--- config.mk ---
export PLATFORM = sky130hd
export DESIGN_NAME = tcpr_cursor
export DESIGN_NICKNAME = d
export VERILOG_FILES = /design/src/rtl/text_console_pixel_renderer_macros.svh /design/src/rtl/tcpr_pkg.sv /design/src/rtl/tcpr_cursor.sv
export SDC_FILE = /design/constraint.sdc
export NUM_CORES = 1
export LEC_CHECK = 0
export BUFFER_PORTS_ARGS = -buffer_cell sky130_fd_sc_hd__buf_2
export CORE_ASPECT_RATIO = 1.1
export CORE_MARGIN = 5
export CORE_UTILIZATION = 65
export CTS_BUF_LIST = sky130_fd_sc_hd__clkbuf_8
export CTS_CLUSTER_SIZE = 25
export DETAILED_ROUTE_END_ITERATION = 7
export PLACE_DENSITY = 0.95
export SLEW_MARGIN = 20
export SYNTH_ARGS = -nofsm -noshare
export SYNTH_HDL_FRONTEND = slang
export SYNTH_SLANG_ARGS = --single-unit
--- constraint.sdc ---
create_clock -name clock -period 8.22 [get_ports clock]
set_input_delay 1.644 -clock clock [delete_from_list [all_inputs] [get_ports clock]]
set_output_delay 1.644 -clock clock [all_outputs]
set_load 0.01 [all_outputs]
--- src/rtl/text_console_pixel_renderer_macros.svh ---
// ----------------------------------------------------------------------------
// text_console_pixel_renderer_macros
// Assertion helpers for the text console pixel renderer.
// ----------------------------------------------------------------------------
`ifndef TEXT_CONSOLE_PIXEL_RENDERER_MACROS_SVH
`define TEXT_CONSOLE_PIXEL_RENDERER_MACROS_SVH

// antecedent implies consequent in the same cycle
`define TCPR_ASSERT_IMPLIES(label, clk, rst, ante, cons) \
   label: assert property (@(posedge clk) disable iff (rst) (ante) |-> (cons)) \
      else $error("tcpr same-cycle check failed");

// antecedent implies consequent in the next cycle
`define TCPR_ASSERT_NEXT(label, clk, rst, ante, cons) \
   label: assert property (@(posedge clk) disable iff (rst) (ante) |=> (cons)) \
      else $error("tcpr next-cycle check failed");

`endif

--- src/rtl/tcpr_pkg.sv ---
// ----------------------------------------------------------------------------
// tcpr_pkg
// Shared types and constants of the text console pixel renderer.
// ----------------------------------------------------------------------------
package tcpr_pkg;

   // transaction field widths
   localparam int FUNC_W      = 2;
   localparam int CHAR_W      = 8;
   localparam int PIXEL_X_W   = 9;
   localparam int PIXEL_Y_W   = 8;
   localparam int FONT_ADDR_W = 12;
   localparam int FONT_DATA_W = 8;
   localparam int COLOR_W     = 16;
   localparam int CSR_INDEX_W = 1;

   // glyph store size
   localparam int FONT_BYTES = 4096;

   // character codes
   localparam logic [CHAR_W-1:0] SPACE_CODE   = 8'd32;
   localparam logic [CHAR_W-1:0] NEWLINE_CODE = 8'd10;
   localparam logic [CHAR_W-1:0] RETURN_CODE  = 8'd13;

   // register reset values
   localparam logic [COLOR_W-1:0] TEXT_COLOR_RESET       = 16'hFFFF;
   localparam logic [COLOR_W-1:0] BACKGROUND_COLOR_RESET = 16'h0000;

   // request function codes
   typedef enum logic [FUNC_W-1:0] {
      FUNC_PUT   = 2'd0,
      FUNC_QUERY = 2'd1,
      FUNC_FONT  = 2'd2,
      FUNC_CLEAR = 2'd3
   } func_type;

   // register indexes
   typedef enum logic [CSR_INDEX_W-1:0] {
      CSR_TEXT_COLOR       = 1'b0,
      CSR_BACKGROUND_COLOR = 1'b1
   } csr_index_type;

endpackage

--- src/rtl/tcpr_cursor.sv ---
// ----------------------------------------------------------------------------
// tcpr_cursor
// Write cursor of the character grid: wraps, newline, return and the cell
// write address for printable codes.
// ----------------------------------------------------------------------------
module tcpr_cursor #(
   parameter  int GRID_COLS = 40,
   parameter  int GRID_ROWS = 15,
   localparam int CELLS_D   = (GRID_COLS * GRID_ROWS < 1) ? 1 : GRID_COLS * GRID_ROWS,
   localparam int CAW       = (CELLS_D > 1) ? $clog2(CELLS_D) : 1
) (
   input  logic                          clock,
   input  logic                          reset,
   input  logic                          put_en,
   input  logic                          clear_en,
   input  logic [tcpr_pkg::CHAR_W-1:0]   code,
   output logic                          wr_en,
   output logic [CAW-1:0]                wr_addr
);

   localparam int CCW = $clog2(GRID_COLS + 1) < 1 ? 1 : $clog2(GRID_COLS + 1);
   localparam int RW  = $clog2(GRID_ROWS + 1) < 1 ? 1 : $clog2(GRID_ROWS + 1);
   localparam int BSW = $clog2(CELLS_D + 1);

   logic [CCW-1:0] col_ff,  col_in,  col_w;
   logic [RW-1:0]  row_ff,  row_in,  row_w;
   logic [BSW-1:0] base_ff, base_in, base_w;
   logic           printable;

   // cursor update for one put transaction
   always_comb begin
      col_w  = col_ff;
      row_w  = row_ff;
      base_w = base_ff;
      // full row wraps before anything else
      if (col_ff >= CCW'(GRID_COLS)) begin
         col_w = '0;
         if (row_ff < RW'(GRID_ROWS)) begin
            row_w  = row_ff + RW'(1);
            base_w = base_ff + BSW'(GRID_COLS);
         end
      end
      col_in    = col_w;
      row_in    = row_w;
      base_in   = base_w;
      printable = (code >= tcpr_pkg::SPACE_CODE) && !code[tcpr_pkg::CHAR_W-1];
      wr_en     = 1'b0;
      wr_addr   = CAW'(base_w + BSW'(col_w));
      if (row_w < RW'(GRID_ROWS)) begin
         priority if (code == tcpr_pkg::NEWLINE_CODE) begin
            col_in  = '0;
            row_in  = row_w + RW'(1);
            base_in = base_w + BSW'(GRID_COLS);
         end else if (code == tcpr_pkg::RETURN_CODE) begin
            col_in = '0;
         end else if (printable) begin
            wr_en  = put_en;
            col_in = col_w + CCW'(1);
         end else begin
            // other codes leave the cursor where the wrap put it
            col_in = col_w;
         end
      end
   end

   // cursor registers
   always_ff @(posedge clock) begin
      if (reset || clear_en) begin
         col_ff  <= '0;
         row_ff  <= '0;
         base_ff <= '0;
      end else if (put_en) begin
         col_ff  <= col_in;
         row_ff  <= row_in;
         base_ff <= base_in;
      end
   end

endmodule

# Yosys cells after proc, flatten, opt, wreduce, memory -nomap -nowiden
# Cells that the tools add are included.
[op_classes]
n_addsub = 6
n_mul = 0
n_div = 0
order_cmp = 4
eq_ne = 2
n_shift = 0
mux = 17
n_bitwise = 0
n_reduce_logical = 3
[ops]
columns = ["cell", "count"]
rows = [
  ["two-way mux 10 bit", 4],
  ["two-way mux 6 bit", 5],
  ["adder 10 x 6 -> 10 bit, second input constant", 2],
  ["== test 8 x 4 -> 1 bit, second input constant", 2],
  ["two-way mux 4 bit", 4],
  ["adder 10 x 6 -> 10 bit", 1],
  ["adder 4 x 1 -> 4 bit, second input constant", 2],
  [">= comparator 8 x 6 -> 1 bit, second input constant", 1],
  ["< comparator 4 bit, second input constant", 2],
  ["adder 6 x 1 -> 6 bit, second input constant", 1],
  [">= comparator 6 bit, second input constant", 1],
  ["two-way mux 1 bit", 4],
  ["logical AND 1 bit", 1],
  ["logical NOT 1 bit", 1],
  ["logical OR 1 bit", 1],
]
[totals]
regBits = 20
latchBits = 0
mem_bits_rw = 0
romBits = 0
inputBits = 12
output_inout_bits = 11
n_memories = 0

# Longest topological paths before layout
# Gate-level depths: netlist of run 1.
[logic_depth]
depth_word = 7
mapped_depth = 13
depth_no_buf = 11

# Least setup slack after synthesis of run 1
# No wires, ideal clock.
[synth_timing]
kind = "register -> output"
startpoint = "register row_ff[1]"
endpoint = "output wr_addr[9]"
t_arrival_ns = 2.653
t_required_ns = 6.576
slack_ns = 3.923
path_stages_with_launch = 13
path_cell_list = "dfxtp_1 ha_1 and3_1 buf_2 nor2_1 xnor2_1 ha_1 inv_1 fa_1 nor2b_1 o21ai_0 a21o_1 xnor2_1"
[synth_via]
elab_chain_len = 4
[synth_lines]
columns = ["element", "line", "rtl"]
rows = [
  ["from (decl)", "tcpr_cursor.sv:26", "logic [RW-1:0] row_ff, row_in, row_w;"],
  ["from (signal assigned)", "tcpr_cursor.sv:74", "row_ff <= row_in;"],
  ["< comparator 4 bit", "tcpr_cursor.sv:38", "if (row_ff < RW'(GRID_ROWS)) begin"],
  ["two-way mux 10 bit", "tcpr_cursor.sv:38", ""],
  ["two-way mux 10 bit", "tcpr_cursor.sv:36", "if (col_ff >= CCW'(GRID_COLS)) begin"],
  ["adder 10 x 6 -> 10 bit", "tcpr_cursor.sv:48", "wr_addr = CAW'(base_w + BSW'(col_w));"],
  ["to (decl)", "tcpr_cursor.sv:18", "output logic [CAW-1:0] wr_addr"],
]
# Every way passes these cells.

# Worst setup path after layout of run 1
[layout_timing]
startpoint = "register row_ff[0]"
endpoint = "output wr_addr[9]"
# Same word-level chain as after synthesis.

==> results of run 1 <==
-- registers in the layout, indices dropped and copies added, names as in the netlist --
signal   count
base_ff      7
col_ff       6
row_ff       4
-- critical path, cell delays in order (launching register included) --
cell and delay, ns:
dfxtp_1 0.56, ha_1 0.32, and3_1 0.37, nor2_1 0.21, xnor2_1 0.28, ha_1 0.21
inv_1 0.06, fa_1 0.39, nor2b_1 0.12, o21ai_0 0.14, a21o_1 0.20, xnor2_1 0.15
buf_2 0.15
-- cells by family (layout without fill, tap and decap cells) --
family	Yosys count	after routing	share of synthesized area, %
AND/OR/NAND/NOR	104	104	31.11
AO/OA/AOI/OAI	66	66	28.46
buffers and inverters	27	36	6.535
flip-flops	17	17	18.52
XOR/XNOR	10	10	4.765
adder cells (fa/ha/maj)	9	9	6.535
multiplexers	7	7	4.084
-- path summary, 6_finish.rpt --
kind | from | end | slack, ns | cells after the start
worst max register to register | row_ff[0]$_SDFFE_PP0P_ | base_ff[7]$_SDFFE_PP0P_ | 4.56 | 11
worst min register to register | col_ff[0]$_SDFFE_PP0P_ | col_ff[0]$_SDFFE_PP0P_ | 0.54 | 2
worst max-delay path | row_ff[0]$_SDFFE_PP0P_ | wr_addr[9] | 3.15 | 12
worst min-delay path | col_ff[0]$_SDFFE_PP0P_ | col_ff[0]$_SDFFE_PP0P_ | 0.54 | 2
-- placed cells by master (no fill, tap or decap), types with 8 or more instances in the layout --
cell      n
a21oi_1  10
buf_2    22
dfxtp_1  17
ha_1      8
inv_1    11
nand2_1  20
nand3_1  18
nor2_1   20
nor3_1    8
o21ai_0   8
xnor2_1   9
-- metal layers --
| layer | routed length, um | vias to the layer above |
|---|---|---|
| met1 | 1977 | 877 |
| met5 | 0 | - |
| li1 | - | 921 |
| met3 | 462 | 9 |
| met4 | 52 | 0 |
| met2 | 2190 | 125 |
-- through the flow --
step | hold WS, ns | total power [mW] | area, um2
2_1_floorplan | 0.4691 | 0.09675 | 1838
3_3_place_gp | 0.4992 | 0.1019 | 1907
3_5_place_dp | 0.5193 | 0.1025 | 1907
4_1_cts | 0.5376 | 0.1642 | 1952
5_1_grt | 0.5817 | 0.1706 | 1952
6_report | 0.5382 | 0.1645 | 1952
-- cell type report --
| cell class | count | area [um2] | share of cell area (%) |
|---|---|---|---|
| Clock buffer | 3 | 41.29 | 2.115 |
| Multi-Input combinational cell | 196 | 1378 | 70.58 |
| Timing Repair Buffer | 22 | 110.1 | 5.641 |
| Tap cell | 33 | 41.29 | 2.115 |
| Sequential cell | 17 | 340.3 | 17.44 |
| Inverter | 10 | 37.54 | 1.923 |
| Clock inverter | 1 | 3.754 | 0.1923 |
-- power groups by stage --
stage / logic, mW / clock network [mW] / registers [mW]
floorplan: 0.0114 / 0 / 0.0854
global placement: 0.0163 / 0 / 0.0856
detailed placement: 0.0169 / 0 / 0.0856
CTS: 0.0169 / 0.0635 / 0.0838
global route: 0.0189 / 0.0679 / 0.0838
finish: 0.0171 / 0.0636 / 0.0838
==> key figures, run 1 <==
Run
  – Number of max-cap violations: 0

Worst setup path
  – Required @ worst endpoint: 6.58 ns
  – CP endpoint kind: output pin
  – CP startpoint kind: flip-flop
  – Worst-path maximum fanout: 9
  – Critical path arrival: 3.42 ns
  – CP Class: reg -> out

STA
  – TNS Setup: 0 ns
  – Slew HR: 40.76%
  – Tcrit/Tclk final: 61.65%
  – Clock Skew: 0.003348 ns
  – Final Max Tran Viols: 0
  – F_max: 197.3 MHz
  – Worst-Margin Slew: 0.8853 ns
  – Period minus WS final: 5.068 ns
  – RSZ-0062 raised after global routing: no
  – Setup WS post-layout: 3.152 ns
  – Final setup vio count: 0
  – Final Hold Viols: 0

Pwr
  – P per Cell Area: 84.29 nW/um2
  – Comb power frac: 10.4%
  – Clk pwr share: 38.6%
  – Internal power: 0.1223 mW
  – Sw Share: 25.65%
  – Leak: 0.7416 nW
  – Worst VDD drop: 0.00008985 V
  – Net switching power figure: 0.04219 mW
  – Register share of total power: 50.9%

Clock network
  – Sink Count: 17
  – Root Driver: clkbuf_8
  – Worst skew pair latency: 0.26 ns
  – Postcts setup bufs: 0
  – Post-cts resize count: 0
  – CTS tree: built
  – Clock Tree Buf Depth: 2
  – CTS HTree Levels: 1
  – Hold_buf cts: 0
  – CTS clk-pin slew, worst paths: 0.07 ns
  – Num CTS Buffers: 3

Synthesis
  – FF+latch count, synth: 17
  – Yosys top cell by area: dfxtp_1
  – Commonest cells post-synth: nand2_1 (20), nor2_1 (20), nand3_1 (18), dfxtp_1 (17), clkbuf_1 (12)
  – Synthesized cell area: 1838 um2
  – Distinct cells, synth: 65
  – Main synth FF type: dfxtp_1
  – Avg Cell Area, Syn: 7.658 um2
  – Top cell type's share of synthesized area: 18.52%
  – Post-synth EDFFs: 0
  – Mapped Cells: 240
  – Synth area leaders: dfxtp_1 (19%), ha_1 (5.4%), nand3_1 (4.9%), xnor2_1 (4.3%), nand2_1 (4.1%)
  – YS warnings: 0
  – Async set-reset flop share out of synthesis: 0%
  – Syn nets: 261
  – Sequential-to-total area share from yosys stat: 18.52%

Global routing
  – GR Util met2: 39.04%
  – Global-route wire length before repair: 7859 um
  – Met1 GRT Util: 35.75%
  – Total gr overflow: 0
  – GR met3 Demand/Resource: 3.125%
  – Number of global-route vias before repair: 1692
  – Initial antenna violation count: 0
  – Largest net degree at the start of global routing: 19
  – Global route hottest layer: met2
  – Overall routing resource usage: 25.14%

Final layout
  – # diodes: 0
  – Nets: 271
  – Filler cells: 235
  – Layout Utilization: 70.91%
  – Area delta synth->final: 6.195%
  – Share of cells above drive strength 1: 18.07%
  – Final Non-Filler Cells: 282

Placed design
  – Hpwl dp: 3439 um
  – GPL Wtd Cong: 0.8891
  – Post-Place Cells: 278
  – Pre-CTS setup slack: 3.491 ns
  – Buffers added on ports: 22

Floorplan
  – Io pins: 23
  – Die ar.: 3992 um2
  – Initial core utilization: 66.77%
  – Row count: 20
  – Die Ht: 65.77 um
  – Area of the core: 2753 um2
  – Width of the die: 60.70 um

Detailed routing
  – Vias: 1932
  – DRC Markers: 0
  – 1st-pass router iterations: 5
  – Routed WL: 4683 um
  – DR WL/cell: 16.61 um
  – DRT iter0 DRCs: 172
  – Post-DRT Antenna Nets: 0
  – Vias/cell: 6.851

Run status
  – Status: finished clean

Hold path
  – Hold Path Class: reg -> reg
(Power assumes the default switching activity.)
==> inputs of run 2 (changes only) <==
--- a/config.mk
+++ b/config.mk
@@ -8,11 +8,11 @@
 export BUFFER_PORTS_ARGS = -buffer_cell sky130_fd_sc_hd__buf_2
 export CORE_ASPECT_RATIO = 1.1
 export CORE_MARGIN = 5
-export CORE_UTILIZATION = 65
+export CORE_UTILIZATION = 55
 export CTS_BUF_LIST = sky130_fd_sc_hd__clkbuf_8
 export CTS_CLUSTER_SIZE = 25
 export DETAILED_ROUTE_END_ITERATION = 7
-export PLACE_DENSITY = 0.95
+export PLACE_DENSITY = 0.88
 export SLEW_MARGIN = 20
 export SYNTH_ARGS = -nofsm -noshare
 export SYNTH_HDL_FRONTEND = slang
==> constraint.sdc (replaced) <==
create_clock -name clock -period 4.3 [get_ports clock]
set_input_delay 0.86 -clock clock [delete_from_list [all_inputs] [get_ports clock]]
set_output_delay 0.86 -clock clock [all_outputs]
set_load 0.01 [all_outputs]
==> key figures, run 2 (synthesis gave the netlist of run 1 again) <==
Run status
  – Status: finished clean

Detailed routing
  – DRT iter0 DRCs: 87 (-49%)
  – 1st-pass router iterations: 4 (-1)
  – DRC Markers: 0 (unchanged)
  – DR WL/cell: 15.24 um (-8.3%)
  – Post-DRT Antenna Nets: 0 (unchanged)
  – Vias: 1894 (-2.0%)
  – Routed WL: 4388 um (-6.3%)
  – Vias/cell: 6.576 (-4.0%)

STA
  – Final Max Tran Viols: 0 (unchanged)
  – Final Hold Viols: 0 (unchanged)
  – Final setup vio count: 0 (unchanged)
  – TNS Setup: 0 ns (unchanged)
  – Clock Skew: 0.007459 ns (+0.004110 ns)
  – F_max: 253.2 MHz
  – Period minus WS final: 3.949 ns
  – Min Hold Slack: 0.5398 ns (+0.001548 ns)
  – Slew HR: 49.68% (+8.9 points)
  – Tcrit/Tclk final: 91.84%
  – Setup WS post-layout: 0.3508 ns (-2.802 ns)
  – RSZ-0062 raised after global routing: no
  – Worst-Margin Slew: 0.7479 ns (-0.1373 ns)

Worst setup path
  – Delay-heaviest family, CP: adder cells
  – FF-to-FF setup slack: 1.06 ns (-3.50 ns)
  – CP endpoint kind: output pin
  – CP startpoint kind: flip-flop
  – Required @ worst endpoint: 3.44 ns (-3.14 ns)
  – Worst-path maximum fanout: 9 (unchanged)
  – Worst path max stage delay: 0.46 ns (-0.10 ns)
  – Crit path buf inv count: 2 (unchanged)
  – Worst-path cell chain: ha_1 -> and3_2 -> nor2_2 -> xnor2_1 -> ha_1 -> inv_1 -> fa_1 -> nor2b_1 -> o21ai_0 -> a21o_1 -> xnor2_1 -> buf_2
  – CP Class: reg -> out
  – Slowest-stage cell, CP: dfxtp_1
  – Critical path arrival: 3.09 ns (-0.33 ns)

Floorplan
  – Row count: 22 (+10%)
  – Initial core utilization: 56.11% (-11 points)
  – Io pins: 23 (unchanged)
  – Die Ht: 70.63 um (+7.4%)
  – Area of the core: 3276 um2 (+19%)
  – Width of the die: 65.12 um (+7.3%)
  – Die ar.: 4599 um2 (+15%)

Clock network
  – CTS HTree Levels: 1 (unchanged)
  – Hold_buf cts: 0 (unchanged)
  – Clock Tree Buf Depth: 2 (unchanged)
  – Worst skew pair latency: 0.26 ns (about the same)
  – Sink Count: 17 (unchanged)
  – Root Driver: clkbuf_8
  – CTS clk-pin slew, worst paths: 0.08 ns (about the same)
  – Num CTS Buffers: 3 (unchanged)
  – CTS tree: built

Final layout
  – # diodes: 0 (unchanged)
  – Post-route cell area: 1987 um2 (+1.8%)
  – Commonest non-fill, non-tap cell in the layout: buf_2
  – Layout Utilization: 60.66% (-10 points)
  – Final Non-Filler Cells: 288 (+2.1%)
  – Largest regs: base_ff x7, col_ff x6, row_ff x4
  – Max reg flops: 7 (unchanged)
  – Nets: 274 (+1.1%)
  – Share of cells above drive strength 1: 20.63% (+2.6 points)
  – Top reg by flops: base_ff
  – Area delta synth->final: 8.101%
  – Most frequent cells in the layout: buf_2 (22), nand2_1 (20), nor2_1 (19), nand3_1 (18), dfxtp_1 (16)

Run
  – Number of max-cap violations: 0 (unchanged)

Placed design
  – Post-DP Area: 1933 um2 (+1.4%)
  – Post-Place Cells: 284 (+2.2%)
  – Pre-CTS setup slack: 0.4102 ns (-3.080 ns)
  – GPL Wtd Cong: 0.8917 (+0.29%)
  – Hpwl dp: 3253 um (-5.4%)
  – Buffers added on ports: 22 (unchanged)

Pwr
  – Final Power: 0.3231 mW (+96%)
  – Leak: 0.7511 nW (+1.3%)
  – P per Cell Area: 162.6 nW/um2 (+93%)
  – Worst VDD drop: 0.0001052 V (+17%)

Global routing
  – Global-route wire length before repair: 7652 um (-2.6%)
  – Initial antenna violation count: 0 (unchanged)
  – Largest net degree at the start of global routing: 19 (unchanged)
  – Number of global-route vias before repair: 1729 (+2.2%)
  – Overall routing resource usage: 19.99% (-5.2 points)
  – Total gr overflow: 0 (unchanged)

Hold path
  – Hold Path Class: reg -> reg
## run 2: where the power goes
group,switching (mW),leakage [nW],total [mW],internal [mW]
Clock,0.0637,0.0217,0.129,0.0654
Combinational,0.0208,0.592,0.0340,0.0132
Sequential,0.00173,0.138,0.160,0.158
## run 2: path summary, 6_finish.rpt
kind                           from  depth (start not counted)                       to
max          row_ff[1]$_SDFFE_PP0P_                         12               wr_addr[9]
min          col_ff[0]$_SDFFE_PP0P_                          2   col_ff[0]$_SDFFE_PP0P_
max reg2reg  row_ff[1]$_SDFFE_PP0P_                         12  base_ff[7]$_SDFFE_PP0P_
min reg2reg  col_ff[0]$_SDFFE_PP0P_                          2   col_ff[0]$_SDFFE_PP0P_
## run 2: layout make-up
cell class	instances	area (um2)
Fill cell	303	1289
Timing Repair Buffer	25	132.6
Clock inverter	1	7.507
Multi-Input combinational cell	196	1381
Inverter	10	37.54
Sequential cell	17	341.6
Clock buffer	3	41.29
Tap cell	36	45.04
## run 2: routing by layer
layer / global-route usage [%] / vias to the layer above / wire (um) / share of wire [%]
met1: 26.57 / 883 / 1910 / 44
met2: 32.61 / 79 / 2043 / 47
li1: - / 926 / - / -
met4: 8.065 / 0 / 53 / 1.2
met3: 2.540 / 6 / 380 / 8.7
met5: 0 / - / 0 / 0
## run 2: tightest hold or removal path, stage by stage (launching register included)
cell,delay [ns]
dfxtp_1,0.36
a2bb2oi_1,0.07
nor2_1,0.08
## run 2: what timing repair did
item	in CTS	in global routing
endpoints found under the setup margin	0	1
gates resized for setup	0	3
setup buffers	0	0
==> inputs of run 3 (changes only) <==
--- a/config.mk
+++ b/config.mk
@@ -5,10 +5,11 @@
 export SDC_FILE = /design/constraint.sdc
 export NUM_CORES = 1
 export LEC_CHECK = 0
+export ABC_AREA = 1
 export BUFFER_PORTS_ARGS = -buffer_cell sky130_fd_sc_hd__buf_2
 export CORE_ASPECT_RATIO = 1.1
 export CORE_MARGIN = 5
-export CORE_UTILIZATION = 55
+export CORE_UTILIZATION = 54
 export CTS_BUF_LIST = sky130_fd_sc_hd__clkbuf_8
 export CTS_CLUSTER_SIZE = 25
 export DETAILED_ROUTE_END_ITERATION = 7
==> key figures, run 3 <==
Global routing
  – Overall routing resource usage: 18.67% (-1.3 points)
  – Number of global-route vias before repair: 1578 (-8.7%)
  – Initial antenna violation count: 0 (unchanged)
  – Largest net degree at the start of global routing: 23 (+4)
  – Total gr overflow: 0 (unchanged)
  – Global-route wire length before repair: 6568 um (-14%)

Synthesis
  – Synth area leaders: dfxtp_1 (20%), nand2_1 (17%), inv_1 (9.6%), ha_1 (5.9%), a21oi_1 (5.3%)
  – Yosys top cell by area: dfxtp_1
  – Commonest cells post-synth: nand2_1 (78), inv_1 (43), nor2_1 (22), a21oi_1 (18), dfxtp_1 (17)
  – Post-synth EDFFs: 0 (unchanged)
  – Sequential-to-total area share from yosys stat: 20.21% (+1.7 points)
  – Most frequent cell after synthesis: nand2_1
  – Main synth FF type: dfxtp_1
  – Top cell type's share of synthesized area: 20.21% (+1.7 points)
  – Synthesized cell area: 1684 um2 (-8.4%)
  – YS warnings: 0 (unchanged)
  – Avg Cell Area, Syn: 6.169 um2 (-19%)
  – FF+latch count, synth: 17 (unchanged)
  – Mapped Cells: 273 (+14%)
  – Async set-reset flop share out of synthesis: 0% (unchanged)
  – Distinct cells, synth: 34 (-48%)
  – Syn nets: 294 (+13%)

Detailed routing
  – DRT iter0 DRCs: 78 (-10%)
  – Vias/cell: 5.262 (-20%)
  – DRC Markers: 0 (unchanged)
  – Vias: 1726 (-8.9%)
  – Post-DRT Antenna Nets: 0 (unchanged)
  – DR WL/cell: 11.69 um (-23%)
  – Routed WL: 3833 um (-13%)
  – 1st-pass router iterations: 4 (unchanged)

Worst setup path
  – CP endpoint kind: output pin
  – CP startpoint kind: flip-flop
  – FF-to-FF setup slack: 1.90 ns (+0.84 ns)
  – Worst r2r dst: row_ff[0]$_SDFFE_PP0P_
  – Required @ worst endpoint: 3.44 ns (about the same)
  – Worst-path maximum fanout: 7 (-2)
  – Reg2Reg Depth: 13 (+1)
  – Reg2Reg Launch Point: row_ff[0]$_SDFFE_PP0P_
  – Critical path arrival: 2.77 ns (-0.32 ns)
  – CP Class: reg -> out

STA
  – F_max: 275.6 MHz (+8.9%)
  – Period minus WS final: 3.628 ns (-0.3212 ns)
  – Tcrit/Tclk final: 84.37% (-7.5 points)
  – RSZ-0062 raised after global routing: no
  – Final Max Tran Viols: 0 (unchanged)
  – Clock Skew: 0.002525 ns (-0.004933 ns)
  – TNS Setup: 0 ns (unchanged)
  – Worst-Margin Slew: 0.7014 ns (-0.04656 ns)
  – Min Hold Slack: 0.4663 ns (-0.07347 ns)
  – Final setup vio count: 0 (unchanged)
  – Slew HR: 53.19% (+3.5 points)
  – Final Hold Viols: 0 (unchanged)

Clock network
  – Hold_buf cts: 0 (unchanged)
  – Clock Tree Buf Depth: 2 (unchanged)
  – Root Driver: clkbuf_8
  – Worst skew pair latency: 0.26 ns (about the same)
  – Num CTS Buffers: 3 (unchanged)
  – Postcts setup bufs: 0 (unchanged)
  – Sink Count: 17 (unchanged)
  – CTS HTree Levels: 1 (unchanged)
  – CTS tree: built
  – CTS clk-pin slew, worst paths: 0.07 ns (about the same)
  – Post-cts resize count: 0 (unchanged)

Run status
  – Status: finished clean

Hold path
  – Hold Path Class: reg -> reg
  – Hold endpoint: col_ff[0]$_SDFFE_PP0P_
  – Worst Min Path Start: col_ff[0]$_SDFFE_PP0P_
  – Hold Path Depth: 2 (unchanged)

Final layout
  – Share of cells above drive strength 1: 18.03% (-2.6 points)
  – Max reg flops: 7 (unchanged)
  – # diodes: 0 (unchanged)
  – Top reg by flops: base_ff
  – Largest regs: base_ff x7, col_ff x6, row_ff x4
  – Commonest non-fill, non-tap cell in the layout: nand2_1
  – Nets: 316 (+15%)
  – Final Non-Filler Cells: 328 (+14%)
  – Area delta synth->final: 10.10%
  – Most frequent cells in the layout: nand2_1 (78), inv_1 (44), nor2_1 (22), buf_2 (22), a21oi_1 (18)

Placed design
  – GPL Wtd Cong: 0.8400 (-5.8%)
  – Hpwl dp: 2928 um (-10%)
  – Post-Place Cells: 324 (+14%)
  – Buffers added on ports: 22 (unchanged)

Run
  – Number of max-cap violations: 0 (unchanged)

Floorplan
  – Width of the die: 63.25 um (-2.9%)
  – Io pins: 23 (unchanged)
  – Area of the core: 3022 um2 (-7.8%)
  – Initial core utilization: 55.73% (-0.38 points)
  – Row count: 21 (-4.5%)
  – Die Ht: 68.57 um (-2.9%)
  – Die ar.: 4337 um2 (-5.7%)

Pwr
  – Worst VDD drop: 0.0001512 V (+44%)
  – Leak: 0.9317 nW (+24%)
  – P per Cell Area: 182.0 nW/um2 (+12%)
-- run 3: worst max-delay path: stages, from the launching register on --
cell and delay, ns:
dfxtp_1 0.34, ha_1 0.27, nand3_4 0.16, inv_1 0.09
nor2_4 0.20, nand2_1 0.08, nand2_1 0.16, ha_1 0.18
inv_1 0.06, fa_1 0.42, o21ai_2 0.18, nand2_1 0.08
xor2_1 0.14, buf_2 0.14
-- run 3: logic make-up after synthesis --
logic type                 count (synthesis)  synth area share, %
xor gates and xnor gates                   9                4.681
DFF                                       17                20.21
buffers and inverters                     53                12.33
adders and majority gates                  9                7.133
AOI/OAI and AO/OA                         40                13.45
and+or+nand+nor                          145                42.20
-- run 3: cell type report --
type | count | area [um2]
Inverter | 48 | 180.2
Fill cell | 273 | 1167
Multi-Input combinational cell | 203 | 1136
Clock inverter | 1 | 3.754
Sequential cell | 17 | 340.3
Clock buffer | 3 | 41.29
Tap cell | 34 | 42.54
Timing Repair Buffer | 22 | 110.1
-- run 3: how the worst max path moves through the flow --
stage	cells past startpoint	from	slack, ns	to
2_1_floorplan	12	row_ff[0]$_SDFFE_PP0P_	1.25	wr_addr[9]
3_3_place_gp	13	row_ff[0]$_SDFFE_PP0P_	0.99	wr_addr[9]
3_5_place_dp	13	row_ff[0]$_SDFFE_PP0P_	0.97	wr_addr[9]
4_1_cts	13	row_ff[0]$_SDFFE_PP0P_	0.67	wr_addr[9]
5_1_grt	13	row_ff[0]$_SDFFE_PP0P_	0.53	wr_addr[9]
6_report	13	row_ff[0]$_SDFFE_PP0P_	0.67	wr_addr[9]
-- run 3: power breakdown --
group          internal (mW)  switching, mW  total (mW)
clock network         0.0635         0.0604       0.124
logic                 0.0175         0.0322      0.0498
registers              0.161        0.00302       0.164
-- run 3: metrics by stage --
| stage | instance area [um2] | utilization [%] | power, mW | worst slack, ns |
|---|---|---|---|---|
| floorplan | 1684 | - | 0.2022 | 1.254 |
| global placement | 1809 | 59.88 | 0.2157 | 0.9923 |
| detailed placement | 1809 | 59.88 | 0.2167 | 0.9733 |
| CTS | 1854 | 61.37 | 0.3382 | 0.6716 |
| global route | 1854 | 61.37 | 0.3528 | 0.5281 |
| finish | 1854 | 61.37 | 0.3375 | 0.6720 |
-- run 3: layer usage --
layer,vias to the layer above,part of all wire (%),global-route usage [%]
met2,40,50,34.87
met4,0,2.9,8.571
met5,-,0,0
met1,767,43,21.40
li1,906,-,-
met3,13,4.0,2.431
